$ cat src/rtl/core/qtd_pkg.sv
// shared types and constants for the quadtree leaf decoder
`default_nettype none

package qtd_pkg;

  // symbol codes on the input channel
  localparam logic [1:0] SYM_WHITE = 2'd0;
  localparam logic [1:0] SYM_BLACK = 2'd1;
  localparam logic [1:0] SYM_SPLIT = 2'd2;

  // largest supported image side log, bounded by the fixed field widths
  localparam int unsigned MAX_SIDE_LOG = 6;

  // field widths
  localparam int unsigned SYM_W   = 2;
  localparam int unsigned CFG_W   = 3;
  localparam int unsigned COORD_W = 6;
  localparam int unsigned DEPTH_W = 3;
  localparam logic [CFG_W-1:0] CFG_RESET = 3'd3;

  // classified operation handed from front to back
  typedef enum logic [1:0] {
    OP_WHITE,
    OP_BLACK,
    OP_SPLIT
  } qtd_op_e;

  // queue head as seen by the back end
  typedef struct packed {
    logic    valid;
    qtd_op_e op;
  } qtd_req_t;

endpackage

`default_nettype wire

$ cat src/rtl/core/qtd_front.sv
// front end: accepts symbols and classifies them into operations
`default_nettype none

module qtd_front import qtd_pkg::*; (
  input  wire logic [SYM_W-1:0] symbol_i,
  input  wire logic             in_valid_i,
  output logic                  in_ready_o,
  input  wire logic             q_full_i,
  output logic                  push_o,
  output qtd_op_e               push_op_o
);

  logic known;

  // classify: the unused code is consumed and dropped
  always_comb begin
    known     = 1'b1;
    push_op_o = OP_WHITE;
    case (symbol_i)
      SYM_WHITE: push_op_o = OP_WHITE;
      SYM_BLACK: push_op_o = OP_BLACK;
      SYM_SPLIT: push_op_o = OP_SPLIT;
      default:   known     = 1'b0;
    endcase
  end

  // accept whenever the queue has room
  assign in_ready_o = !q_full_i;
  assign push_o     = in_valid_i && in_ready_o && known;

endmodule

`default_nettype wire

$ cat src/rtl/core/qtd_queue.sv
// two-entry queue of classified operations between front and back
`default_nettype none

module qtd_queue import qtd_pkg::*; (
  input  wire logic    clk_i,
  input  wire logic    rst_ni,
  input  wire logic    push_i,
  input  wire qtd_op_e push_op_i,
  output logic         full_o,
  output qtd_req_t     head_o,
  input  wire logic    pop_i
);

  qtd_op_e     mem_q [2];
  logic        wr_ptr_q, wr_ptr_d;
  logic        rd_ptr_q, rd_ptr_d;
  logic [1:0]  count_q, count_d;

  // pointer and fill count update
  always_comb begin
    wr_ptr_d = wr_ptr_q;
    rd_ptr_d = rd_ptr_q;
    count_d  = count_q;
    if (push_i) begin
      wr_ptr_d = !wr_ptr_q;
    end
    if (pop_i) begin
      rd_ptr_d = !rd_ptr_q;
    end
    case ({push_i, pop_i})
      2'b10:   count_d = count_q + 2'd1;
      2'b01:   count_d = count_q - 2'd1;
      default: count_d = count_q;
    endcase
  end

  always_ff @(posedge clk_i or negedge rst_ni) begin
    if (!rst_ni) begin
      wr_ptr_q <= 1'b0;
      rd_ptr_q <= 1'b0;
      count_q  <= 2'd0;
    end else begin
      wr_ptr_q <= wr_ptr_d;
      rd_ptr_q <= rd_ptr_d;
      count_q  <= count_d;
    end
  end

  // storage
  always_ff @(posedge clk_i) begin
    if (push_i) begin
      mem_q[wr_ptr_q] <= push_op_i;
    end
  end

  assign full_o       = count_q[1];
  assign head_o.valid = (count_q != 2'd0);
  assign head_o.op    = mem_q[rd_ptr_q];

endmodule

`default_nettype wire

$ cat src/rtl/core/qtd_back.sv
// back end: depth and z-order position tracking, leaf word register
`default_nettype none

module qtd_back import qtd_pkg::*; (
  input  wire logic               clk_i,
  input  wire logic               rst_ni,
  input  wire logic [CFG_W-1:0]   side_log_i,
  input  wire qtd_req_t           head_i,
  output logic                    pop_o,
  output logic                    out_valid_o,
  input  wire logic               out_ready_i,
  output logic                    is_black_o,
  output logic [COORD_W-1:0]      row_o,
  output logic [COORD_W-1:0]      col_o,
  output logic [CFG_W-1:0]        block_side_log_o,
  output logic                    tree_done_o
);

  localparam int unsigned PW = 2 * MAX_SIDE_LOG;
  localparam int unsigned ZW = MAX_SIDE_LOG + 8;

  logic [DEPTH_W-1:0] depth_q, depth_d;
  logic [PW-1:0]      pos_q, pos_d;
  logic               valid_q, valid_d;
  logic               black_q, black_d;
  logic [COORD_W-1:0] row_q, row_d;
  logic [COORD_W-1:0] col_q, col_d;
  logic [CFG_W-1:0]   bsl_q, bsl_d;
  logic               done_q, done_d;

  logic [CFG_W-1:0]        lim;
  logic [DEPTH_W-1:0]      depth_eff;
  logic [CFG_W-1:0]        s;
  logic [PW-1:0]           pos_next;
  logic [MAX_SIDE_LOG-1:0] zero_dig;
  logic [ZW-1:0]           zero_ext;
  logic [ZW-1:0]           zero_sh;
  logic [DEPTH_W-1:0]      climb;
  logic [DEPTH_W-1:0]      depth_new;
  logic [COORD_W-1:0]      row_c, col_c;
  logic                    is_leaf;
  logic                    out_free;

  // effective image size
  assign lim = (side_log_i > CFG_W'(MAX_SIDE_LOG)) ? CFG_W'(MAX_SIDE_LOG) : side_log_i;

  // leaf size at current depth
  assign depth_eff = (depth_q > lim) ? lim : depth_q;
  assign s         = lim - depth_eff;

  // deinterleave z-order position into row and column
  for (genvar i = 0; i < COORD_W; i++) begin : g_coord
    if (i < MAX_SIDE_LOG) begin : g_bit
      assign row_c[i] = pos_q[2*i+1];
      assign col_c[i] = pos_q[2*i];
    end else begin : g_pad
      assign row_c[i] = 1'b0;
      assign col_c[i] = 1'b0;
    end
  end

  // advance by leaf area and find finished sibling groups
  assign pos_next = pos_q + (PW'(1) << (2 * s));

  for (genvar i = 0; i < MAX_SIDE_LOG; i++) begin : g_zero
    assign zero_dig[i] = (pos_next[2*i+1:2*i] == 2'b00);
  end

  assign zero_ext = {8'hFF, zero_dig};
  assign zero_sh  = zero_ext >> s;

  always_comb begin
    logic run;
    run   = 1'b1;
    climb = '0;
    for (int j = 0; j < MAX_SIDE_LOG; j++) begin
      if (run && (j < int'(depth_eff)) && zero_sh[j]) begin
        climb = climb + DEPTH_W'(1);
      end else begin
        run = 1'b0;
      end
    end
  end

  assign depth_new = depth_eff - climb;

  // handshake with the queue: splits never wait on the output
  assign is_leaf  = (head_i.op != OP_SPLIT);
  assign out_free = !valid_q || out_ready_i;
  assign pop_o    = head_i.valid && (!is_leaf || out_free);

  // state and output word update
  always_comb begin
    depth_d = depth_q;
    pos_d   = pos_q;
    valid_d = valid_q && !out_ready_i;
    black_d = black_q;
    row_d   = row_q;
    col_d   = col_q;
    bsl_d   = bsl_q;
    done_d  = done_q;
    if (pop_o) begin
      case (head_i.op)
        OP_SPLIT: begin
          if (depth_q < lim) begin
            depth_d = depth_q + DEPTH_W'(1);
          end
        end
        OP_WHITE, OP_BLACK: begin
          valid_d = 1'b1;
          black_d = (head_i.op == OP_BLACK);
          row_d   = row_c;
          col_d   = col_c;
          bsl_d   = s;
          done_d  = (depth_new == '0);
          depth_d = depth_new;
          pos_d   = (depth_new == '0) ? '0 : pos_next;
        end
        default: begin
          depth_d = depth_q;
        end
      endcase
    end
  end

  always_ff @(posedge clk_i or negedge rst_ni) begin
    if (!rst_ni) begin
      depth_q <= '0;
      pos_q   <= '0;
      valid_q <= 1'b0;
    end else begin
      depth_q <= depth_d;
      pos_q   <= pos_d;
      valid_q <= valid_d;
    end
  end

  // leaf word payload
  always_ff @(posedge clk_i) begin
    black_q <= black_d;
    row_q   <= row_d;
    col_q   <= col_d;
    bsl_q   <= bsl_d;
    done_q  <= done_d;
  end

  assign out_valid_o      = valid_q;
  assign is_black_o       = black_q;
  assign row_o            = row_q;
  assign col_o            = col_q;
  assign block_side_log_o = bsl_q;
  assign tree_done_o      = done_q;

endmodule

`default_nettype wire

$ cat src/rtl/core/quadtree_image_leaf_decoder.sv
// Quadtree leaf decoder: turns a preorder quadtree code into leaf blocks.
//
// Input channel: one 2-bit symbol per word (white leaf, black leaf, split),
// valid/ready handshake. The unused code is consumed and dropped.
// Output channel: one word per leaf with colour, top row, left column,
// log2 of the block side and a flag on the leaf that completes the image.
// Splits produce no output word.
// Configuration: cfg_we_i writes the 3-bit image side log, reset value 3,
// values above MAX_SIDE_LOG act as MAX_SIDE_LOG. Write only while idle.
// The leaf path runs through the operation queue and the output register.
// Throughput: one symbol per cycle while the output is not stalled; the
// depth and z-order update in the back end, including the trailing-digit
// climb, is combinational.
// A two-entry queue decouples the input from the back end; when the output
// is stalled, splits keep draining and the input takes up to two more
// words before in_ready_o drops.
// Reset: depth and position return to the tree root, the queue empties and
// the image side log returns to 3.
`default_nettype none

module quadtree_image_leaf_decoder import qtd_pkg::*; (
  input  wire logic               clk_i,
  input  wire logic               rst_ni,
  input  wire logic               cfg_we_i,
  input  wire logic [CFG_W-1:0]   cfg_wdata_i,
  input  wire logic               in_valid_i,
  output logic                    in_ready_o,
  input  wire logic [SYM_W-1:0]   symbol_i,
  output logic                    out_valid_o,
  input  wire logic               out_ready_i,
  output logic                    is_black_o,
  output logic [COORD_W-1:0]      row_o,
  output logic [COORD_W-1:0]      col_o,
  output logic [CFG_W-1:0]        block_side_log_o,
  output logic                    tree_done_o
);

  logic [CFG_W-1:0] side_log_q;
  logic             q_full;
  logic             push;
  qtd_op_e          push_op;
  qtd_req_t         head;
  logic             pop;

  // image side log register
  always_ff @(posedge clk_i or negedge rst_ni) begin
    if (!rst_ni) begin
      side_log_q <= CFG_RESET;
    end else if (cfg_we_i) begin
      side_log_q <= cfg_wdata_i;
    end
  end

  qtd_front u_front (
    .symbol_i   (symbol_i),
    .in_valid_i (in_valid_i),
    .in_ready_o (in_ready_o),
    .q_full_i   (q_full),
    .push_o     (push),
    .push_op_o  (push_op)
  );

  qtd_queue u_queue (
    .clk_i     (clk_i),
    .rst_ni    (rst_ni),
    .push_i    (push),
    .push_op_i (push_op),
    .full_o    (q_full),
    .head_o    (head),
    .pop_i     (pop)
  );

  qtd_back u_back (
    .clk_i            (clk_i),
    .rst_ni           (rst_ni),
    .side_log_i       (side_log_q),
    .head_i           (head),
    .pop_o            (pop),
    .out_valid_o      (out_valid_o),
    .out_ready_i      (out_ready_i),
    .is_black_o       (is_black_o),
    .row_o            (row_o),
    .col_o            (col_o),
    .block_side_log_o (block_side_log_o),
    .tree_done_o      (tree_done_o)
  );

endmodule

`default_nettype wire

$ cat config.mk
export PLATFORM = sky130hd
export DESIGN_NAME = quadtree_image_leaf_decoder
export DESIGN_NICKNAME = d
export VERILOG_FILES = /design/src/rtl/core/qtd_pkg.sv /design/src/rtl/core/qtd_front.sv /design/src/rtl/core/qtd_queue.sv /design/src/rtl/core/qtd_back.sv /design/src/rtl/core/quadtree_image_leaf_decoder.sv
export SDC_FILE = /design/constraint.sdc
export NUM_CORES = 1
export LEC_CHECK = 0
export BUFFER_PORTS_ARGS = -buffer_cell sky130_fd_sc_hd__buf_2
export CORE_ASPECT_RATIO = 2
export CORE_MARGIN = 2
export CORE_UTILIZATION = 55
export DETAILED_ROUTE_END_ITERATION = 16
export HOLD_SLACK_MARGIN = 0.02
export PLACE_DENSITY = 0.75
export SLEW_MARGIN = 20
export SYNTH_ARGS = -nofsm -noshare
export SYNTH_HDL_FRONTEND = slang
export SYNTH_HIERARCHICAL = 1
export SYNTH_SLANG_ARGS = --single-unit
$ cat constraint.sdc
create_clock -name clk_i -period 10.3 [get_ports clk_i]
set_clock_uncertainty 0.15 [all_clocks]
set_input_delay 0.515 -clock clk_i [delete_from_list [all_inputs] [get_ports clk_i]]
set_output_delay 0.515 -clock clk_i [all_outputs]
set_load 0.05 [all_outputs]
## Word level (Yosys, flattened, before mapping)

Memory sizes are Yosys's and may differ from the RTL's.
Index checks and enable logic that the tools add are counted.

| word-level totals | value |
|---|---|
| bits in registers | 40 |
| bits in writable memories | 4 |
| input port bits | 10 |
| output and inout port bits | 19 |
| logic and storage cells | 105 |
| memories kept | 1 |

| cells by class | value |
|---|---|
| add/sub/neg operators | 11 |
| $lt $le $gt $ge | 9 |
| equality and inequality tests | 8 |
| shift-type cells | 2 |
| mux-type cells | 23 |
| reduce and logical (&&, ||, !) cells | 39 |

Memories:

| name | words | bits a word | read ports | clocked after Yosys merged registers in | wr ports | RTL line | text |
|---|---|---|---|---|---|---|---|
| u_queue.mem_q | 2 | 2 | 1 | 0 | 1 | qtd_queue.sv:14 | `qtd_op_e mem_q [2];` |

Operators with widths:

| cell | number |
|---|---|
| 3-bit 2-to-1 mux | 8 |
| 3-bit by 1-bit adder with 3-bit output, second input constant | 6 |
| 2-bit zero test | 8 |
| 1-bit logical AND | 15 |
| 14-bit by 3-bit right shift with 6-bit output | 1 |
| 12-bit adder | 1 |
| 12-bit 2-to-1 mux | 1 |
| 1-bit by 4-bit left shift with 12-bit output, first input constant | 1 |
| 1-bit 2-to-1 mux | 11 |
| 2-bit case mux with 2 select lines | 2 |
| 2-bit by 1-bit equality test with 1-bit output, second input constant | 3 |
| 2-bit equality test, second input constant | 3 |
| 1-bit zero test | 6 |
| 1-bit by 3-bit less-than comparator with 1-bit output, first input constant | 2 |
| 2-bit by 3-bit less-than comparator with 1-bit output, first input constant | 2 |
| 3-bit less-than comparator, first input constant | 2 |
| 3-bit case mux with 2 select lines | 1 |
| 2-bit nonzero test | 3 |
| 3-bit subtractor | 2 |
| 3-bit greater-than comparator | 1 |
| 3-bit greater-than comparator, second input constant | 1 |
| 3-bit zero test | 1 |
| 3-bit less-than comparator | 1 |
| 3-bit AND reduction | 1 |
| other kinds (8) | 9 |

## Longest topological paths before layout

| logic depth | value |
|---|---|
| word-level depth | 29 |
| gate-level depth with buffers | 42 |
| mapped depth without buffers | 41 |

## By module

The synthesis kept the hierarchy.

Modules (own cells, without submodules):

| module | times used | cells each | area an instance (sq um) | sequential area each (sq um) |
|---|---|---|---|---|
| qtd_back | 1 | 269 | 2590.0 | 910.9 |
| qtd_queue | 1 | 21 | 322.8 | 220.2 |
| quadtree_image_leaf_decoder | 1 | 6 | 111.4 | 77.6 |
| qtd_front | 1 | 5 | 31.3 | 0.0 |

## Worst setup path before layout

No wires, ideal clock.

| path | value |
|---|---|
| kind | reg-to-reg |
| start | register side_log_q[1] |
| end | register u_back.pos_q[0] |
| library setup time | 0.121 ns |
| data arrival time | 8.783 ns |
| data required time | 10.029 ns |
| setup slack | 1.246 ns |
| cell stages (with the launch flop) | 39 |
| buffers on the path | 2 |
| period minus slack after synthesis | 9.054 ns |
| path through | dfstp_2 -> inv_1 -> ha_1 -> and2_1 -> o21ai_1 -> nand2_1 -> a21o_1 -> ha_1 -> fa_1 -> buf_2 -> nor4_1 -> ha_1 -> a211oi_2 -> a211oi_4 -> o31ai_1 -> o211a_1 -> a21boi_0 -> and3_1 -> [... 3 more ...] -> nand2_1 -> a221oi_1 -> xnor2_1 -> ha_1 -> o21a_1 -> ha_1 -> mux2_2 -> ha_1 -> mux2i_1 -> nor2_1 -> a21o_1 -> fa_1 -> xnor2_1 -> nor2b_1 -> nand4_1 -> and3_1 -> buf_6 -> a22o_1 |

| on the way | value |
|---|---|
| longest elaborated chain between the ends | 29 |
| elaborated cells on any way between the ends | 50 |
| classes of those cells | add/sub: 8; order compare: 8; shift: 2; mux: 14; reduce/logical: 18 |

Ends and longest elaborated chain:

| element | RTL line | text |
|---|---|---|
| start, declared | quadtree_image_leaf_decoder.sv:38 | `logic [CFG_W-1:0] side_log_q;` |
| start signal, assigned | quadtree_image_leaf_decoder.sv:50 | `side_log_q <= cfg_wdata_i;` |
| 3-bit greater-than comparator | qtd_back.sv:45 | `assign lim = (side_log_i > CFG_W'(MAX_SIDE_LOG)) ? CFG_W'(MAX_SIDE_LOG) : side_log_i;` |
| 3-bit 2-to-1 mux * | qtd_back.sv:45 |  |
| parallel branches: the longest is 26 deep, another holds 12-bit adder | n/a |  |
| 12-bit 2-to-1 mux * | qtd_back.sv:117 | `pos_d = (depth_new == '0) ? '0 : pos_next;` |
| end signal, assigned | qtd_back.sv:133 | `pos_q <= pos_d;` |
| end, declared | qtd_back.sv:23 | `logic [PW-1:0] pos_q, pos_d;` |

Mark *: on every way between the ends.
A chain may end at the register's enable or synchronous reset.

## Worst setup path in the final report

| path | value |
|---|---|
| start | register side_log_q[1] |
| end | register u_back.pos_q[2] |

| on the way | value |
|---|---|
| longest elaborated chain between the ends | 29 |
| elaborated cells on any way between the ends | 50 |
| classes of those cells | add/sub: 8; order compare: 8; shift: 2; mux: 14; reduce/logical: 18 |

Ends and longest elaborated chain:

| element | RTL line | text |
|---|---|---|
| 3-bit greater-than comparator | qtd_back.sv:45 |  |
| 3-bit 2-to-1 mux * | qtd_back.sv:45 |  |
| 3-bit greater-than comparator | qtd_back.sv:48 | `assign depth_eff = (depth_q > lim) ? lim : depth_q;` |
| 3-bit 2-to-1 mux | qtd_back.sv:48 |  |
| 3-bit subtractor * | qtd_back.sv:49 | `assign s = lim - depth_eff;` |
| named net u_back.s[2] | qtd_back.sv:33 | `logic [CFG_W-1:0] s;` |
| parallel branches: the longest is 23 deep, another holds 12-bit adder | n/a |  |
| 12-bit 2-to-1 mux * | qtd_back.sv:117 |  |

Mark *: on every way through the listed nets, which the timed path passes.

==> out/results.ini <==
[grt]
grt_overflow_total = 0
grt_pass1_vias = 2530
grt_antenna_before_repair = 0
grt_pass1_wl_mm = 11.6
grt_max_degree = 24
grt_usage_pct = 24.6

[sta]
period_minus_slack_ns = 9.62
tightest_slew_ns = 0.819
max_freq_ghz = 0.104
rsz0062_at_grt = no
timing.final.crit_share_pct = 93.4
setup_tns_ns = 0
finalMaxSlewViolations = 0
slew_headroom_pct = 45.3
hold_viol = 0
setup_viol = 0

[logic_synthesis]
synthesis.nets = 330
yosysTopAreaCellShare_pct = 20.6
yosys_warnings = 6
synth-async-reset-ratio_pct = 52.3
synth.largest_area_cell = edfxtp_1
synth_cell_types = 72
syn_avg_cell_area_um2 = 10.2
netlist_instances = 301
yosysSeqAreaShare_pct = 39.6
yosys_register_bits = 44
synthesis.area_mm2 = 0.00306
synthFlopType = edfxtp_1
synth_edf_count = 21
synth.area.top_cells = edfxtp_1 (21%), dfrtp_1 (17%), ha_1 (7.0%), nand2_1 (3.3%), xnor2_1 (2.9%)

[critical_path]
start_kind = flop
cpMostUsedCell = ha_1
arrival_ns = 9.66
path_buf_inv = 3
reg2reg_from = side_log_q[1]
worstSetupPathType = flop to flop
endpoint_kind = flop
cp.required_ns = 10.34
cpPeakStageDelay_ns = 0.57
critical_path_peak_fanout = 8
cp_slowest_cell = dfstp_2
crit_family = adder cells
startpoint = side_log_q[1]

[route]
drtAntennaViolNets = 0
num_vias = 2510
drc_errors = 0
wirelength_mm = 7.08
viasPerCell = 6.42
first_iter_violations = 110
drtPass1Iterations = 4
wl_per_cell_um = 18.1

[cells_and_area]
fin_nets = 359
diodes = 0
layout-drive-gt1-share_pct = 20.8
post-route-cell-area_mm2 = 0.00336
utilization_pct = 62.6
area_growth_pct = 10.1

[placed_design]
hpwl_mm = 5.56
placed_cell_area_mm2 = 0.00324
place.gp.congestion = 0.943
io_buffers = 28

[clock_network]
cts.sinks = 44
clockRootBuffer = clkbuf_8
numCtsBuffers = 5
cts.repair.resized = 0
tritoncts = built
clock_path_buffers = 2
clk_latency_ns = 0.31
hold_buffers = 0
postCtsSetupRepairBufs = 0
clk_pin_slew_ns = 0.08
h-tree-depth = 2

[hold_path]
hp-class = input pin to async pin

[die]
core.rowCount = 38
dieArea_mm2 = 0.00620
start_util_pct = 56.9
coreArea_mm2 = 0.00537
num_io_pins = 29
die_x_um = 56.7
dieHeight_um = 109

[run]
maxCapViolations = 0

[status]
status = complete, no violations

[final timing paths]
path	to	slack, ns	depth (start not counted)
max	u_back/pos_q[2]	0.68	41
min	u_back/out_valid_o	0.03	1
max reg2reg	u_back/pos_q[2]	0.68	41
min reg2reg	u_queue/wr_ptr_q	0.34	1
max in group asynchronous	side_log_q[1]	9.60	1
min in group clk_i	side_log_q[1]	0.28	2
[state kept, by name, indices dropped and copies added (netlist names)]
name	cells
u_queue/wr_ptr_q	1
u_queue/mem_q	4
u_back/row_o	6
u_queue/rd_ptr_q	1
u_back/out_valid_o	1
u_back/depth_q	3
u_queue/count_q	2
u_back/is_black_o	1
u_back/col_o	6
u_back/pos_q	12
u_back/block_side_log_o	3
u_back/tree_done_o	1
side_log_q	3
[Yosys cell counts, types with 4 or more instances]
cell type	n
dfrtp_1	21
inv_1	20
edfxtp_1	21
o21a_1	4
a21o_1	4
and2_1	4
nand3_1	5
nor2b_1	6
and3_1	4
mux2_2	4
o31ai_1	7
clkbuf_1	4
o22ai_1	5
xnor2_1	10
nor2_1	20
a21oi_1	9
o21ai_0	9
nor3_1	6
ha_1	17
xor2_1	7
nand2_1	27
a22o_1	6
[cell usage in the layout, fill, tap and decap left out, types with 3 or more instances in the layout]
cell,netlist,layout
o22ai_1,5,5
dfrtp_1,21,21
a22oi_1,3,3
o21a_1,4,4
mux2_2,4,4
mux2i_1,3,3
nand2_1,27,27
and2_1,4,4
nor2b_1,6,6
nand2b_1,3,3
clkbuf_8,0,6
nand3_1,5,5
xnor2_1,10,10
edfxtp_1,21,21
ha_1,17,17
nor3_1,6,6
o31ai_1,7,6
nand4_1,3,3
o21ai_0,9,9
nor2_1,20,20
a21oi_1,9,9
and3_1,4,4
a22o_1,6,6
xor2_1,7,7
a31oi_1,3,3
o211ai_1,3,3
buf_2,2,28
a21o_1,4,4
o31a_1,3,3
inv_1,20,20
[stage by stage]
stage               setup slack, ns  cells  hold slack [ns]
CTS                           0.592    391           0.0437
floorplan                      1.25    301           0.0694
finish                        0.678    391           0.0265
global placement              0.855    383            0.318
detailed placement            0.659    383            0.329
global route                 0.0723    391           0.0713
[metal layers]
| layer | part of all wire (%) | track usage, % |
|---|---|---|
| met5 | 0 | 0 |
| met4 | 7.4 | 20.2 |
| met3 | 3.9 | 3.41 |
| met2 | 55 | 46.4 |
| met1 | 33 | 22.3 |
[cells by family (layout without fill, tap and decap cells)]
group           after synthesis  in the layout  synth area share (%)
flops                        44             44                  39.6
compound gates               86             86                  22.8
simple gates                 95             95                  16.3
xor+xnor                     17             17                  4.87
mux                          10             10                  3.93
buf+inv                      30             60                  4.30
fa+ha+maj                    19             19                  8.27
[cell type report]
class                   instances  area [µm²]
clock inverters                 2        38.8
inverters                      22        83.8
clock buffers                   6        82.6
multi-input cells             227        1720
flip-flops and latches         44        1210
repair buffers                 30         155
well taps                      60        75.1
fillers                       457        2010
Power is left out: the tool's default activity adds up to more than one toggle a clock period on the data nets, which glitch-free logic cannot reach.
